==> src/rtl/csem_pkg.sv <==
// ----------------------------------------------------------------------------
// csem_pkg
// Shared constants, codes and handshake structs of the counting semaphore core.
// ----------------------------------------------------------------------------
package csem_pkg;

   localparam int MAX_WAITERS = 16;
   localparam int IDX_BITS    = (MAX_WAITERS > 1) ? $clog2(MAX_WAITERS) : 1;
   localparam int CNT_BITS    = $clog2(MAX_WAITERS + 1);
   localparam int TASK_BITS   = 8;
   localparam int CLOCK_BITS  = 32;
   localparam int COUNT_BITS  = 17;
   localparam int TIMEOUT_BITS = 16;
   localparam int INIT_BITS   = 16;

   localparam logic signed [COUNT_BITS-1:0] COUNT_MAX = 17'sd65535;

   typedef logic [IDX_BITS-1:0] idx_type;
   typedef logic [CNT_BITS-1:0] cnt_type;

   typedef enum logic [2:0] {
      MODE_WAIT   = 3'd0,
      MODE_TIMED  = 3'd1,
      MODE_TRY    = 3'd2,
      MODE_SIGNAL = 3'd3,
      MODE_TICK   = 3'd4,
      MODE_CLOSE  = 3'd5
   } mode_type;

   typedef enum logic [2:0] {
      ST_ACQUIRED    = 3'd0,
      ST_BLOCKED     = 3'd1,
      ST_WOULD_BLOCK = 3'd2,
      ST_TIMED_OUT   = 3'd3,
      ST_DEAD        = 3'd4,
      ST_NO_WAKE     = 3'd5,
      ST_QUEUE_FULL  = 3'd6
   } status_type;

   typedef enum logic [2:0] {
      S_IDLE,
      S_DECIDE,
      S_FETCH,
      S_ENTRY,
      S_FINISH
   } state_type;

   typedef struct packed {
      logic load_cfg;
      logic load_req;
      logic exec_decide;
      logic exec_entry;
      logic exec_finish;
   } cmd_type;

   typedef struct packed {
      logic out_free;
      logic go_fetch;
      logic entry_last;
      logic is_tick;
   } stat_type;

   // circular queue index add, b below MAX_WAITERS
   function automatic idx_type idx_add(idx_type a, cnt_type b);
      logic [CNT_BITS:0] s;
      s = (CNT_BITS+1)'(a) + (CNT_BITS+1)'(b);
      if (s >= (CNT_BITS+1)'(MAX_WAITERS)) begin
         s = s - (CNT_BITS+1)'(MAX_WAITERS);
      end
      return s[IDX_BITS-1:0];
   endfunction

endpackage

==> src/rtl/csem_ctrl.sv <==
// ----------------------------------------------------------------------------
// csem_ctrl
// Sequencer: request intake, decision step, waiter queue walk, final result.
// ----------------------------------------------------------------------------
module csem_ctrl (
   input  logic              clock,
   input  logic              reset,
   input  logic              req_tvalid,
   output logic              req_tready,
   input  logic              csr_valid,
   output logic              csr_ready,
   output csem_pkg::cmd_type cmd,
   input  csem_pkg::stat_type stat
);
   import csem_pkg::*;

   state_type state_ff, state_in;

   always_ff @(posedge clock) begin
      if (reset) begin
         state_ff <= S_IDLE;
      end else begin
         state_ff <= state_in;
      end
   end

   always_comb begin
      state_in   = state_ff;
      cmd        = '0;
      req_tready = 1'b0;
      csr_ready  = 1'b0;
      unique case (state_ff)
         S_IDLE: begin
            req_tready   = 1'b1;
            csr_ready    = 1'b1;
            cmd.load_cfg = csr_valid;
            if (req_tvalid) begin
               cmd.load_req = 1'b1;
               state_in     = S_DECIDE;
            end
         end
         S_DECIDE: begin
            if (stat.out_free) begin
               cmd.exec_decide = 1'b1;
               state_in        = stat.go_fetch ? S_FETCH : S_IDLE;
            end
         end
         S_FETCH: begin
            state_in = S_ENTRY;
         end
         S_ENTRY: begin
            if (stat.out_free) begin
               cmd.exec_entry = 1'b1;
               if (stat.entry_last) begin
                  state_in = stat.is_tick ? S_FINISH : S_IDLE;
               end else begin
                  state_in = S_FETCH;
               end
            end
         end
         S_FINISH: begin
            if (stat.out_free) begin
               cmd.exec_finish = 1'b1;
               state_in        = S_IDLE;
            end
         end
         default: begin
            state_in = S_IDLE;
         end
      endcase
   end

endmodule

==> src/rtl/csem_dpath.sv <==
// ----------------------------------------------------------------------------
// csem_dpath
// Permit count, tick clock, circular waiter queue and result register.
// ----------------------------------------------------------------------------
module csem_dpath (
   input  logic               clock,
   input  logic               reset,
   input  csem_pkg::cmd_type  cmd,
   output csem_pkg::stat_type stat,
   input  logic [2:0]         req_mode,
   input  logic [7:0]         req_task,
   input  logic [15:0]        req_timeout,
   input  logic [15:0]        csr_data,
   output logic               rsp_valid,
   input  logic               rsp_ready,
   output logic [7:0]         rsp_task,
   output logic [2:0]         rsp_status,
   output logic               rsp_last
);
   import csem_pkg::*;

   logic signed [COUNT_BITS-1:0] permit_ff, permit_in;
   logic                         closed_ff, closed_in;
   logic [CLOCK_BITS-1:0]        tick_ff, tick_in;
   idx_type                      head_ff, head_in;
   cnt_type                      total_ff, total_in;
   cnt_type                      rd_idx_ff, rd_idx_in;
   cnt_type                      wr_idx_ff, wr_idx_in;
   logic [2:0]                   mode_ff, mode_in;
   logic [TASK_BITS-1:0]         task_ff, task_in;
   logic [TIMEOUT_BITS-1:0]      timeout_ff, timeout_in;
   logic                         pend_valid_ff, pend_valid_in;
   logic [TASK_BITS-1:0]         pend_task_ff, pend_task_in;
   logic                         out_valid_ff, out_valid_in;
   logic [TASK_BITS-1:0]         out_task_ff, out_task_in;
   status_type                   out_status_ff, out_status_in;
   logic                         out_last_ff, out_last_in;

   logic [TASK_BITS-1:0]  waiter_task_ff  [MAX_WAITERS];
   logic                  waiter_timed_ff [MAX_WAITERS];
   logic [CLOCK_BITS-1:0] waiter_dl_ff    [MAX_WAITERS];
   logic [TASK_BITS-1:0]  rd_task_ff;
   logic                  rd_timed_ff;
   logic [CLOCK_BITS-1:0] rd_dl_ff;

   logic                  mem_we;
   idx_type               mem_waddr;
   idx_type               mem_raddr;
   logic [TASK_BITS-1:0]  mem_wtask;
   logic                  mem_wtimed;
   logic [CLOCK_BITS-1:0] mem_wdl;

   logic                  emit;
   logic [TASK_BITS-1:0]  emit_task;
   status_type            emit_status;
   logic                  emit_last;

   logic                  closed_op;
   logic                  has_waiters;
   logic                  expired;
   logic [CLOCK_BITS-1:0] diff;
   cnt_type               rd_next;
   cnt_type               wr_next;

   assign mem_raddr   = idx_add(head_ff, rd_idx_ff);
   assign has_waiters = (total_ff != '0);
   assign closed_op   = (mode_ff <= MODE_SIGNAL) && closed_ff;
   assign diff        = tick_ff - rd_dl_ff;
   assign expired     = rd_timed_ff && !diff[CLOCK_BITS-1];
   assign rd_next     = rd_idx_ff + cnt_type'(1);
   assign wr_next     = expired ? wr_idx_ff : wr_idx_ff + cnt_type'(1);

   assign stat.out_free   = !out_valid_ff || rsp_ready;
   assign stat.go_fetch   = !closed_op && has_waiters &&
                            ((mode_ff == MODE_SIGNAL) ||
                             (mode_ff == MODE_TICK && !closed_ff) ||
                             (mode_ff == MODE_CLOSE));
   assign stat.entry_last = (mode_ff == MODE_SIGNAL) || (rd_next == total_ff);
   assign stat.is_tick    = (mode_ff == MODE_TICK);

   assign rsp_valid  = out_valid_ff;
   assign rsp_task   = out_task_ff;
   assign rsp_status = out_status_ff;
   assign rsp_last   = out_last_ff;

   always_comb begin
      permit_in     = permit_ff;
      closed_in     = closed_ff;
      tick_in       = tick_ff;
      head_in       = head_ff;
      total_in      = total_ff;
      rd_idx_in     = rd_idx_ff;
      wr_idx_in     = wr_idx_ff;
      mode_in       = mode_ff;
      task_in       = task_ff;
      timeout_in    = timeout_ff;
      pend_valid_in = pend_valid_ff;
      pend_task_in  = pend_task_ff;
      mem_we        = 1'b0;
      mem_waddr     = idx_add(head_ff, total_ff);
      mem_wtask     = task_ff;
      mem_wtimed    = (mode_ff == MODE_TIMED);
      mem_wdl       = (mode_ff == MODE_TIMED) ?
                      tick_ff + CLOCK_BITS'(timeout_ff) : '0;
      emit          = 1'b0;
      emit_task     = task_ff;
      emit_status   = ST_NO_WAKE;
      emit_last     = 1'b1;

      if (cmd.load_cfg) begin
         permit_in = COUNT_BITS'(csr_data);
         closed_in = 1'b0;
         total_in  = '0;
         head_in   = '0;
      end

      if (cmd.load_req) begin
         mode_in    = req_mode;
         task_in    = req_task;
         timeout_in = req_timeout;
      end

      if (cmd.exec_decide) begin
         rd_idx_in     = '0;
         wr_idx_in     = '0;
         pend_valid_in = 1'b0;
         if (closed_op) begin
            emit        = 1'b1;
            emit_status = ST_DEAD;
         end else begin
            unique case (mode_ff)
               MODE_WAIT, MODE_TIMED, MODE_TRY: begin
                  emit = 1'b1;
                  if (permit_ff > 0) begin
                     permit_in   = permit_ff - COUNT_BITS'(1);
                     emit_status = ST_ACQUIRED;
                  end else if (mode_ff == MODE_TRY ||
                               (mode_ff == MODE_TIMED && timeout_ff == '0)) begin
                     emit_status = ST_WOULD_BLOCK;
                  end else if (total_ff >= cnt_type'(MAX_WAITERS)) begin
                     emit_status = ST_QUEUE_FULL;
                  end else begin
                     permit_in   = permit_ff - COUNT_BITS'(1);
                     mem_we      = 1'b1;
                     total_in    = total_ff + cnt_type'(1);
                     emit_status = ST_BLOCKED;
                  end
               end
               MODE_SIGNAL: begin
                  if (!has_waiters) begin
                     if (permit_ff < COUNT_MAX) begin
                        permit_in = permit_ff + COUNT_BITS'(1);
                     end
                     emit = 1'b1;
                  end
               end
               MODE_TICK: begin
                  tick_in = tick_ff + CLOCK_BITS'(1);
                  emit    = !(has_waiters && !closed_ff);
               end
               MODE_CLOSE: begin
                  closed_in = 1'b1;
                  emit      = !has_waiters;
               end
               default: begin
                  emit = 1'b1;
               end
            endcase
         end
      end

      if (cmd.exec_entry) begin
         rd_idx_in = rd_next;
         unique case (mode_ff)
            MODE_SIGNAL: begin
               permit_in   = permit_ff + COUNT_BITS'(1);
               head_in     = idx_add(head_ff, cnt_type'(1));
               total_in    = total_ff - cnt_type'(1);
               emit        = 1'b1;
               emit_task   = rd_task_ff;
               emit_status = ST_ACQUIRED;
            end
            MODE_CLOSE: begin
               emit        = 1'b1;
               emit_task   = rd_task_ff;
               emit_status = ST_DEAD;
               emit_last   = stat.entry_last;
               if (stat.entry_last) begin
                  total_in = '0;
                  head_in  = '0;
               end
            end
            default: begin
               wr_idx_in = wr_next;
               if (expired) begin
                  permit_in     = permit_ff + COUNT_BITS'(1);
                  emit          = pend_valid_ff;
                  emit_task     = pend_task_ff;
                  emit_status   = ST_TIMED_OUT;
                  emit_last     = 1'b0;
                  pend_valid_in = 1'b1;
                  pend_task_in  = rd_task_ff;
               end else begin
                  mem_we     = 1'b1;
                  mem_waddr  = idx_add(head_ff, wr_idx_ff);
                  mem_wtask  = rd_task_ff;
                  mem_wtimed = rd_timed_ff;
                  mem_wdl    = rd_dl_ff;
               end
               if (stat.entry_last) begin
                  total_in = wr_next;
               end
            end
         endcase
      end

      if (cmd.exec_finish) begin
         emit = 1'b1;
         if (pend_valid_ff) begin
            emit_task   = pend_task_ff;
            emit_status = ST_TIMED_OUT;
         end
      end
   end

   always_comb begin
      out_valid_in  = out_valid_ff && !rsp_ready;
      out_task_in   = out_task_ff;
      out_status_in = out_status_ff;
      out_last_in   = out_last_ff;
      if (emit) begin
         out_valid_in  = 1'b1;
         out_task_in   = emit_task;
         out_status_in = emit_status;
         out_last_in   = emit_last;
      end
   end

   always_ff @(posedge clock) begin
      if (reset) begin
         permit_ff     <= '0;
         closed_ff     <= 1'b0;
         tick_ff       <= '0;
         head_ff       <= '0;
         total_ff      <= '0;
         out_valid_ff  <= 1'b0;
         pend_valid_ff <= 1'b0;
      end else begin
         permit_ff     <= permit_in;
         closed_ff     <= closed_in;
         tick_ff       <= tick_in;
         head_ff       <= head_in;
         total_ff      <= total_in;
         out_valid_ff  <= out_valid_in;
         pend_valid_ff <= pend_valid_in;
      end
   end

   always_ff @(posedge clock) begin
      rd_idx_ff     <= rd_idx_in;
      wr_idx_ff     <= wr_idx_in;
      mode_ff       <= mode_in;
      task_ff       <= task_in;
      timeout_ff    <= timeout_in;
      pend_task_ff  <= pend_task_in;
      out_task_ff   <= out_task_in;
      out_status_ff <= out_status_in;
      out_last_ff   <= out_last_in;
   end

   always_ff @(posedge clock) begin
      if (mem_we) begin
         waiter_task_ff[mem_waddr]  <= mem_wtask;
         waiter_timed_ff[mem_waddr] <= mem_wtimed;
         waiter_dl_ff[mem_waddr]    <= mem_wdl;
      end
      rd_task_ff  <= waiter_task_ff[mem_raddr];
      rd_timed_ff <= waiter_timed_ff[mem_raddr];
      rd_dl_ff    <= waiter_dl_ff[mem_raddr];
   end

endmodule

==> src/rtl/counting_semaphore_timed_wait_core.sv <==
// Sequence: the decision step registers the result; a signal with a waiter goes on
// to fetch and entry. Tick and close walk the waiter queue with a fetch and an
// entry step per entry (queue read), tick adds one final step.
// Decide/entry/finish stall on a held result; next request taken in idle only.
// Reset: count, closed flag, tick clock and queue fill cleared; queue memory is
// not cleared, entries past the fill are never read.
// ----------------------------------------------------------------------------
// counting_semaphore_timed_wait_core
// Counting semaphore with a FIFO of blocked tasks, timed waits and close.
// ----------------------------------------------------------------------------
module counting_semaphore_timed_wait_core (
   input  logic        clock,
   input  logic        reset,
   input  logic        req_tvalid,
   output logic        req_tready,
   input  logic [23:0] req_tdata,   // [7:0] task_id, [23:8] timeout
   input  logic [2:0]  req_tuser,   // [2:0] mode
   output logic        rsp_tvalid,
   input  logic        rsp_tready,
   output logic [15:0] rsp_tdata,   // [7:0] task_ref, [10:8] status, [15:11] zero
   output logic        rsp_tlast,
   input  logic        csr_valid,
   output logic        csr_ready,
   input  logic [15:0] csr_data
);
   import csem_pkg::*;

   cmd_type    cmd;
   stat_type   stat;
   logic [7:0] rsp_task;
   logic [2:0] rsp_status;

   csem_ctrl u_ctrl (
      .clock      (clock),
      .reset      (reset),
      .req_tvalid (req_tvalid),
      .req_tready (req_tready),
      .csr_valid  (csr_valid),
      .csr_ready  (csr_ready),
      .cmd        (cmd),
      .stat       (stat)
   );

   csem_dpath u_dpath (
      .clock       (clock),
      .reset       (reset),
      .cmd         (cmd),
      .stat        (stat),
      .req_mode    (req_tuser),
      .req_task    (req_tdata[7:0]),
      .req_timeout (req_tdata[23:8]),
      .csr_data    (csr_data),
      .rsp_valid   (rsp_tvalid),
      .rsp_ready   (rsp_tready),
      .rsp_task    (rsp_task),
      .rsp_status  (rsp_status),
      .rsp_last    (rsp_tlast)
   );

   assign rsp_tdata = {5'b0, rsp_status, rsp_task};

endmodule

==> config.mk <==
export PLATFORM = sky130hd
export DESIGN_NAME = counting_semaphore_timed_wait_core
export DESIGN_NICKNAME = d
export VERILOG_FILES = /design/src/rtl/csem_pkg.sv /design/src/rtl/csem_ctrl.sv /design/src/rtl/csem_dpath.sv /design/src/rtl/counting_semaphore_timed_wait_core.sv
export SDC_FILE = /design/constraint.sdc
export NUM_CORES = 1
export LEC_CHECK = 0
export ABC_AREA = 1
export BUFFER_PORTS_ARGS = -buffer_cell sky130_fd_sc_hd__buf_4
export CAP_MARGIN = 20
export CORE_UTILIZATION = 35
export CTS_BUF_LIST = sky130_fd_sc_hd__clkbuf_4
export DETAILED_ROUTE_END_ITERATION = 6
export GPL_ROUTABILITY_DRIVEN = 0
export PLACE_DENSITY = 0.47
export SLEW_MARGIN = 20
export SYNTH_ARGS = -nofsm -noshare
export SYNTH_HDL_FRONTEND = slang
export SYNTH_SLANG_ARGS = --single-unit
==> constraint.sdc <==
create_clock -name clock -period 7.03 [get_ports clock]
set_clock_uncertainty 0.05 [all_clocks]
set_input_delay 1.406 -clock clock [delete_from_list [all_inputs] [get_ports clock]]
set_output_delay 1.406 -clock clock [all_outputs]
set_load 0.02 [all_outputs]
==> impl_metrics.toml, run 1 <==
[synthesis]
synth-seq-cells = 818
synth_warnings = 0
synth_ff_type = "edfxtp_1"
synth_top_cell_by_area = "edfxtp_1"
synth_commonest_cells = "708 x edfxtp_1, 488 x nand2_1, 341 x inv_1"
synth_most_common_cell = "edfxtp_1"
synth.top_cell.area_share = 0.578
synth_area_sq_um = 36800
async_flop_share = 0
synth_area_per_cell_sq_um = 11.2
synth_xor_area_frac = 0.0174
yosys.area_share.simple = 0.0991
postSynthCellCount = 3296
synth_cell_types = 51
synth_compound_area_frac = 0.123
synth_top_family_by_area = "compound AO/OA/AOI/OAI gates"
synth.top_cells.by_area = "edfxtp_1 58%, dfxtp_1 6.0%, nand2_1 5.0%"
synth-adder-area-share = 0.0243
synthMuxAreaShare = 0.0446
synth_enable_flop_cells = 708
seq_area_frac_synth = 0.637

[worst_setup_path]
critPathRequiredTime_ns = 7.69
critPathLaunchType = "flip-flop"
path_class = "flip-flop to flip-flop"
worstPathArrival_ns = 5.27
critPathCaptureType = "flip-flop"
reg2reg_setup_slack_ns = 2.43
critPathMaxFanout = 21

[cells_and_area]
fillers = 10100
design_area_sq_um = 42000
stdcell_count = 5035
fin_util = 0.404
finalNetCount = 3588
drive_above_1_share = 0.155
synthToLayoutAreaGrowth_pct = 14.2

[clocking]
cts_setup_buffers = 0
cts_buffer_depth = 3
path_clk_slew_ns = 0.07
worstSkewPairLatency_ns = 1.07
cts_buffers = 217
cts_tree = "built"
root_buffer = "clkbuf_4"
hold_buffers = 0
cts_num_sinks = 818
cts_resized = 0
htreeDepth = 4

[sta]
worstMarginPinSlew_ns = 1.12
setup_tns_ns = 0
slew_viol_final = 0
fin_crit_sh = 0.655
fmax_mhz = 217
rsz0062_at_grt = "false"
setup_viol = 0
hold_viol_final = 0
period_needed_ns = 4.60
maxSlewHeadroom = 0.254

[pwr]
p_sw_frac = 0.259
ir_worst_vdd_mv = 0.138
pwr-share-clk = 0.404
netSwitchingPower_w = 0.00281
seqPwrFrac = 0.500
p_leak_nw = 15.7
power.internal_w = 0.00804
pwr-share-comb = 0.097
powerDensity_nw_per_um2 = 258

[grt]
gr-total-overflow = 0
grtUsageTotal = 0.194
grt_max_degree = 158
grt_pass1_wl_um = 156000
grt_antenna_before_repair = 3
grt_pass1_vias = 25400

[die]
io_pins = 68
die_area_sq_um = 106000
placement_rows = 118
core_sq_um = 104000
start_util = 0.354
die_w_um = 326
fp.dieH_um = 326

[place]
placedCellCount = 4630
io_buffers = 62
hpwl_um = 62700
placed_area_sq_um = 39000

[detailed_routing]
drt_iter0_drc = 1959
route.detailed.drc = 0
wirelength_um = 104000
via_count = 25500
wl_per_cell_um = 20.6
viasPerCell = 5.06
drtAntennaViolNets = 0
first_pass_iters = 6

[run_status]
outcome = "complete, no violations"

[job]
drv_cap = 0

[min_path]
hp-class = "flip-flop to flip-flop"
-- through the flow --
stage	worst slack, ns	hold WS (ns)	power [W]
finish	2.43	0.420	0.0109
floorplan	2.28	0.382	0.00619
global placement	2.08	0.407	0.00656
CTS	2.34	0.282	0.0110
detailed placement	2.03	0.412	0.00657
global route	2.03	0.330	0.0114
-- flip-flops by register name (all words and copies together), names as in the netlist, 16 cells and up --
name / flops
u_dpath.waiter_dl_ff: 512
u_dpath.permit_ff: 17
u_dpath.rd_dl_ff: 32
u_dpath.tick_ff: 32
u_dpath.waiter_task_ff: 128
u_dpath.waiter_timed_ff: 16
u_dpath.timeout_ff: 16
-- worst max-delay path: stages, from the launching register on --
cell and delay (ns):
dfxtp_1 0.38, ha_1 0.33, nand2_1 0.07, nor2_1 0.13, and2_1 0.19, nand2_1 0.09, nor2_1 0.17, nor2_1 0.10
nand2_1 0.07, nand2_1 0.09, nand3_2 0.23, nand2_2 0.27, inv_2 0.34, nor2_1 0.13, nor2_1 0.19, nand2_1 0.27
nor2_4 0.77, buf_4 0.36
-- final timing paths --
| check | start | end | depth (start not counted) |
|---|---|---|---|
| worst max-delay path | u_dpath.tick_ff[30]$_SDFFE_PP0P_ | u_dpath.waiter_dl_ff[7][28]$_DFFE_PP_ | 17 |
| worst min-delay path | u_dpath.pend_valid_ff$_SDFF_PP0_ | u_dpath.pend_valid_ff$_SDFF_PP0_ | 2 |
| worst max register to register | u_dpath.tick_ff[30]$_SDFFE_PP0P_ | u_dpath.waiter_dl_ff[7][28]$_DFFE_PP_ | 17 |
| worst min register to register | u_dpath.pend_valid_ff$_SDFF_PP0_ | u_dpath.pend_valid_ff$_SDFF_PP0_ | 2 |
-- cells in the final DEF (no fill, tap or decap), types with 4 or more instances in the layout --
cell	instances
nor4_1	9
xor2_1	55
a221oi_1	8
clkinv_2	11
nand3_1	91
edfxtp_1	708
o31ai_1	4
nand4_1	20
nor2_2	9
nand2_1	488
dfxtp_1	110
buf_12	10
nand3_2	5
inv_2	14
o22ai_2	11
xnor2_1	16
nor3_1	29
o21ai_0	315
or2_2	10
conb_1	5
nor2_4	26
o211ai_1	96
o21a_1	6
mux2i_1	164
buf_4	95
nand2_2	8
bufinv_16	5
a31oi_1	51
ha_1	64
inv_1	340
clkinv_1	44
clkbuf_4	340
nor2_1	125
a21oi_1	303
o21ai_1	5
o22ai_1	15
-- kinds of logic (layout without fill, tap and decap cells) --
kind of cell	Yosys count	count (layout)
adder cells (fa/ha/maj)	69	69
flip-flops	818	818
multiplexers	164	164
AND/OR/NAND/NOR	837	837
XOR/XNOR	73	73
other	1	6
AO/OA/AOI/OAI	820	820
buffers and inverters	514	868
-- cell type report --
| cell class | instances | area [sq um] | share of cell area |
|---|---|---|---|
| repair buffers | 107 | 926 | 0.0220 |
| well taps | 1380 | 1730 | 0.0411 |
| flip-flops and latches | 818 | 23500 | 0.558 |
| clock buffers | 339 | 2540 | 0.0605 |
| clock inverters | 63 | 413 | 0.00982 |
| diodes | 1 | 2.50 | 0.0000595 |
| multi-input cells | 1968 | 11600 | 0.276 |
| inverters | 359 | 1350 | 0.0322 |
-- power by group through the flow --
stage | clock network (W) | registers, W | logic, W
CTS | 0.00455 | 0.00542 | 0.00105
finish | 0.00438 | 0.00542 | 0.00105
global placement | 0 | 0.00552 | 0.00104
floorplan | 0 | 0.00549 | 0.000701
detailed placement | 0 | 0.00552 | 0.00104
global route | 0.00478 | 0.00543 | 0.00116
-- layer usage --
layer | up-vias | part of all wire | global-route usage
li1 | 12200 | - | -
met1 | 12400 | 0.46 | 0.263
met2 | 726 | 0.47 | 0.311
met3 | 178 | 0.053 | 0.0365
met4 | 0 | 0.023 | 0.0693
met5 | - | 0 | 0
Power figures use the tool's default switching activity.
==> run 2: changes to the inputs <==
- ABC_AREA: 1 -> 0
- PLACE_DENSITY: 0.47 -> 0.48
- clock period: 7.03 -> 4.2 ns (I/O delays scaled with it)
==> impl_metrics.toml, run 2 <==
[run_status]
outcome = "complete, no violations"

[synthesis]
synth_area_sq_um = 34700
synth_warnings = 0
synth-seq-cells = 818
synth.top_cell.area_share = 0.613
synth_area_per_cell_sq_um = 15.5
synth_enable_flop_cells = 708
synth_ff_type = "edfxtp_1"
synth_commonest_cells = "708 x edfxtp_1, 203 x nand2_1, 165 x mux4_2"
async_flop_share = 0
synth_most_common_cell = "edfxtp_1"
synth_cell_types = 75
postSynthCellCount = 2242
seq_area_frac_synth = 0.676
synth_top_cell_by_area = "edfxtp_1"
synth.top_cells.by_area = "edfxtp_1 61%, mux4_2 11%, dfxtp_1 6.3%"

[worst_setup_path]
reg2reg_to = "u_dpath.waiter_dl_ff[7][16]$_DFFE_PP_"
setup.worst_path.start = "u_dpath.rd_dl_ff[25]$_DFF_P_"
crit_buf_inv = 4
crit_family = "compound AO/OA/AOI/OAI gates"
cpMaxStageDelayCell = "o31a_1"
worstPathArrival_ns = 4.58
crit_chain = "inv_1, ha_1, a21o_1, a2111oi_2, o31a_1, o221ai_1, o21ai_4, buf_4, inv_1, o31a_1, nor3_4, buf_4"
critPathRequiredTime_ns = 4.85
critPathLaunchType = "flip-flop"
critPathMaxFanout = 19
reg2reg_depth = 12
slowest_delay_ns = 0.57
path_class = "flip-flop to flip-flop"
worstReg2RegStart = "u_dpath.rd_dl_ff[25]$_DFF_P_"
reg2reg_setup_slack_ns = 0.28
cp-endpoint = "u_dpath.waiter_dl_ff[7][16]$_DFFE_PP_"
critPathCaptureType = "flip-flop"
crit_cells = 12

[grt]
grt_max_degree = 78
gr-total-overflow = 0
grt_antenna_before_repair = 8
grt_pass1_wl_um = 141000
grt_pass1_vias = 21900
grtUsageTotal = 0.191

[detailed_routing]
first_pass_iters = 5
viasPerCell = 5.27
route.detailed.drc = 0
via_count = 21300
drtAntennaViolNets = 0
wirelength_um = 94400
wl_per_cell_um = 23.4
drt_iter0_drc = 1633

[sta]
period_needed_ns = 3.92
setup_tns_ns = 0
hold_viol_final = 0
worstMarginPinSlew_ns = 0.940
fmax_mhz = 255
rsz0062_at_grt = "false"
maxSlewHeadroom = 0.373
fin_crit_sh = 0.934
setup_viol = 0
slew_viol_final = 0

[clocking]
worstSkewPairLatency_ns = 1.08
cts_tree = "built"
cts_buffer_depth = 3
cts_num_sinks = 818
cts_buffers = 214
htreeDepth = 4
path_clk_slew_ns = 0.07
root_buffer = "clkbuf_4"

[die]
start_util = 0.353
die_area_sq_um = 100000
fp.dieH_um = 317
core_sq_um = 98300
placement_rows = 115
io_pins = 68
die_w_um = 317

[pwr]
ir_worst_vdd_mv = 0.218
p_leak_nw = 14.7
powerDensity_nw_per_um2 = 411

[cells_and_area]
largest_reg_flops = 512
drive_above_1_share = 0.270
largest-register = "u_dpath.waiter_dl_ff"
final_common_cell = "edfxtp_1"
multi_input_area_sq_um = 10800
synthToLayoutAreaGrowth_pct = 18.4
layout_common_cells = "708 x edfxtp_1, 321 x clkbuf_4, 203 x nand2_1"
reg_top3 = "u_dpath.waiter_dl_ff: 512 flops, u_dpath.waiter_task_ff: 128 flops"
fin_util = 0.418
finalNetCount = 2690
fillers = 8972
register_area_sq_um = 23500

[min_path]
hp-class = "primary input to flip-flop"

[place]
io_buffers = 62
hpwl_um = 60300

[job]
drv_cap = 0
-- run 2: repair_timing --
item | CTS | global route
gates resized for setup | 1 | 9
setup buffers | 0 | 5
hold endpoints to repair | 38 | 0
hold buffers | 38 | 0
setup endpoints to repair | 273 | 612
pin swaps | 0 | 0
-- run 2: worst min path at each step --
stage | startpoint | to | slack [ns] | depth (start not counted)
floorplan | u_dpath.rd_task_ff[0]$_DFF_P_ | u_dpath.pend_task_ff[0]$_DFFE_PP_ | 0.38 | 0
global placement | u_dpath.rd_task_ff[1]$_DFF_P_ | u_dpath.pend_task_ff[1]$_DFFE_PP_ | 0.40 | 0
detailed placement | u_dpath.rd_task_ff[4]$_DFF_P_ | u_dpath.pend_task_ff[4]$_DFFE_PP_ | 0.40 | 0
CTS | csr_data[13] | u_dpath.permit_ff[13]$_SDFF_PP0_ | 0.01 | 5
global route | rsp_tready | u_dpath.rsp_valid$_SDFF_PP0_ | 0.07 | 3
finish | csr_data[13] | u_dpath.permit_ff[13]$_SDFF_PP0_ | 0.17 | 5
-- run 2: cell type report --
type / count / share of cell area
Clock buffer: 321 / 0.0586
Inverter: 66 / 0.00603
Multi-Input combinational cell: 1241 / 0.263
Sequential cell: 818 / 0.571
Clock inverter: 69 / 0.00889
Tap cell: 1287 / 0.0392
Antenna cell: 5 / 0.000305
Timing Repair Buffer: 232 / 0.0530
-- run 2: worst register-to-register path: cells and delay by family (launching register included) --
family          cells  cell delay (ns)
simple gates        1             0.36
fa+ha+maj           1             0.32
buf+inv             4             0.72
compound gates      6             1.77
flops               1             0.34
-- run 2: cells by family after synthesis --
group,after synthesis,synth area share
and+or+nand+nor,556,0.0759
xor gates and xnor gates,97,0.0249
muxes,180,0.112
other,1,0.000108
buffers and inverters,187,0.0216
DFF,818,0.676
adders and majority gates,69,0.0257
AOI/OAI and AO/OA,334,0.0631
-- run 2: routing by layer --
layer,global-route usage,up-vias,share of wire
met1,0.267,11000,0.45
met4,0.0533,0,0.014
li1,-,9542,-
met5,0,-,0
met3,0.0404,104,0.058
met2,0.301,661,0.47
-- run 2: stage by stage --
step / power, W / hold slack (ns) / area [sq um] / setup WS [ns] / cells
6_report: 0.0169 / 0.167 / 41100 / 0.276 / 4039
5_1_grt: 0.0177 / 0.0657 / 41100 / 0.0293 / 4037
4_1_cts: 0.0172 / 0.0128 / 41000 / 0.00519 / 4029
3_5_place_dp: 0.0101 / 0.404 / 37800 / -0.0418 / 3601
3_3_place_gp: 0.0101 / 0.395 / 37800 / 0.0384 / 3600
2_1_floorplan: 0.00970 / 0.377 / 34800 / -0.494 / 2246
-- run 2: power breakdown --
group          internal [W]  switching (W)
clock network       0.00362        0.00331
registers           0.00885      0.0000858
logic              0.000401       0.000616
total                0.0129        0.00402
==> run 3: changes to the inputs <==
- ABC_AREA: 0 -> 1
- HOLD_SLACK_MARGIN: default -> 0.02
- SKIP_LAST_GASP: default -> 1
==> impl_metrics.toml, run 3 (synthesized netlist as in run 1, its figures left out) <==
[worst_setup_path]
worstPathArrival_ns = 4.28
critPathRequiredTime_ns = 4.88
critPathLaunchType = "flip-flop"
critPathCaptureType = "flip-flop"
path_class = "flip-flop to flip-flop"
critPathMaxFanout = 34

[clocking]
root_buffer = "clkbuf_4"
cts_num_sinks = 818
cts_buffers = 217
htreeDepth = 4
cts_buffer_depth = 3
hold_buffers = 36
worstSkewPairLatency_ns = 1.14
cts_setup_buffers = 0
cts_resized = 0
path_clk_slew_ns = 0.07
cts_tree = "built"

[detailed_routing]
first_pass_iters = 6
viasPerCell = 5.03
drt_iter0_drc = 1947
wirelength_um = 105000
via_count = 25800
wl_per_cell_um = 20.5
drtAntennaViolNets = 0
route.detailed.drc = 0

[die]
start_util = 0.354
placement_rows = 118
io_pins = 68
die_w_um = 326
die_area_sq_um = 106000
core_sq_um = 104000
fp.dieH_um = 326

[pwr]
ir_worst_vdd_mv = 0.228
powerDensity_nw_per_um2 = 427
p_leak_nw = 16.3

[sta]
hold_viol_final = 0
maxSlewHeadroom = 0.351
fmax_mhz = 278
slew_viol_final = 0
period_needed_ns = 3.60
fin_ws_ns = 0.602
setup_viol = 0
setup_tns_ns = 0
worstMarginPinSlew_ns = 0.972
fin_crit_sh = 0.857
rsz0062_at_grt = "false"

[place]
hpwl_um = 66900
place_ws_ns = 0.596
io_buffers = 62

[cells_and_area]
largest-register = "u_dpath.waiter_dl_ff"
reg_top3 = "u_dpath.waiter_dl_ff: 512 flops, u_dpath.waiter_task_ff: 128 flops"
drive_above_1_share = 0.172
synthToLayoutAreaGrowth_pct = 17.4
finalNetCount = 3702
fillers = 10100
layout_common_cells = "708 x edfxtp_1, 488 x nand2_1, 358 x clkbuf_4"
largest_reg_flops = 512
final_common_cell = "edfxtp_1"

[grt]
grtUsageTotal = 0.197
grt_pass1_wl_um = 158000
grt_antenna_before_repair = 7
gr-total-overflow = 0
grt_max_degree = 87
grt_pass1_vias = 25300

[min_path]
hp-class = "primary input to flip-flop"

[run_status]
outcome = "complete, no violations"

[job]
drv_cap = 0
## run 3: changes by cell type in the layout (fill, tap and decap cells not counted), moves of 26 or more
cell / delta
inv_1: +275
xnor2_1: -29
a211oi_1: -50
a21oi_1: +236
o21ai_1: -26
clkbuf_4: +37
and2_1: -49
o21ai_0: +284
nand2_1: +285
mux4_2: -165
nor2_4: +26
o211ai_1: +91
nand3_1: +46
mux2i_1: +159
## run 3: worst paths after layout
| kind | slack [ns] | startpoint | cells after the start | to |
|---|---|---|---|---|
| setup / recovery | 0.60 | u_dpath.tick_ff[10]$_SDFFE_PP0P_ | 16 | u_dpath.waiter_dl_ff[8][24]$_DFFE_PP_ |
| hold / removal | 0.18 | csr_data[5] | 5 | u_dpath.permit_ff[5]$_SDFF_PP0_ |
| setup reg to reg | 0.60 | u_dpath.tick_ff[10]$_SDFFE_PP0P_ | 16 | u_dpath.waiter_dl_ff[8][24]$_DFFE_PP_ |
| hold reg to reg | 0.41 | u_dpath.rd_task_ff[1]$_DFF_P_ | 0 | u_dpath.pend_task_ff[1]$_DFFE_PP_ |
## run 3: metal layers
metal | share of wire | track usage
met5 | 0.00073 | 0.00532
met4 | 0.018 | 0.0619
met3 | 0.063 | 0.0484
met2 | 0.45 | 0.305
met1 | 0.46 | 0.272
## run 3: critical path: stages (launching register included)
cell,delay (ns)
dfxtp_1,0.51
ha_1,0.31
nand2_1,0.07
inv_1,0.05
nand2_1,0.06
nand2_1,0.06
a21oi_1,0.13
nand2_1,0.15
nand2_1,0.12
nand2_1,0.05
nand2_1,0.11
nand3_2,0.14
nand2_2,0.18
buf_4,0.46
o21ai_0,0.14
nand2_1,0.29
inv_1,0.33
## run 3: area by class of cell
class / count / area (sq um) / area share
Timing Repair Buffer: 221 / 2120 / 0.0492
Clock buffer: 358 / 2690 / 0.0622
Clock inverter: 36 / 304 / 0.00704
Sequential cell: 818 / 23500 / 0.543
Inverter: 359 / 1360 / 0.0314
Multi-Input combinational cell: 1968 / 11500 / 0.267
Antenna cell: 2 / 5.00 / 0.000116
Tap cell: 1380 / 1730 / 0.0400
## run 3: stage by stage
step	hold slack, ns	instances	area (sq um)	total power [W]	util
2_1_floorplan	0.382	3300	36800	0.0104	-
3_5_place_dp	0.399	4710	39800	0.0111	0.383
6_report	0.177	5142	43200	0.0184	0.416
4_1_cts	0.0364	5140	43200	0.0187	0.416
5_1_grt	0.0945	5142	43200	0.0193	0.416
3_3_place_gp	0.397	4710	39800	0.0111	0.383
## run 3: power by group
group          total (W)  switching [W]  leakage (nW)  internal (W)
sequential       0.00906       0.000121          7.41       0.00894
combinational    0.00192        0.00127          7.14      0.000646
clock            0.00746        0.00333          1.78       0.00412
total             0.0184        0.00473          16.3        0.0137
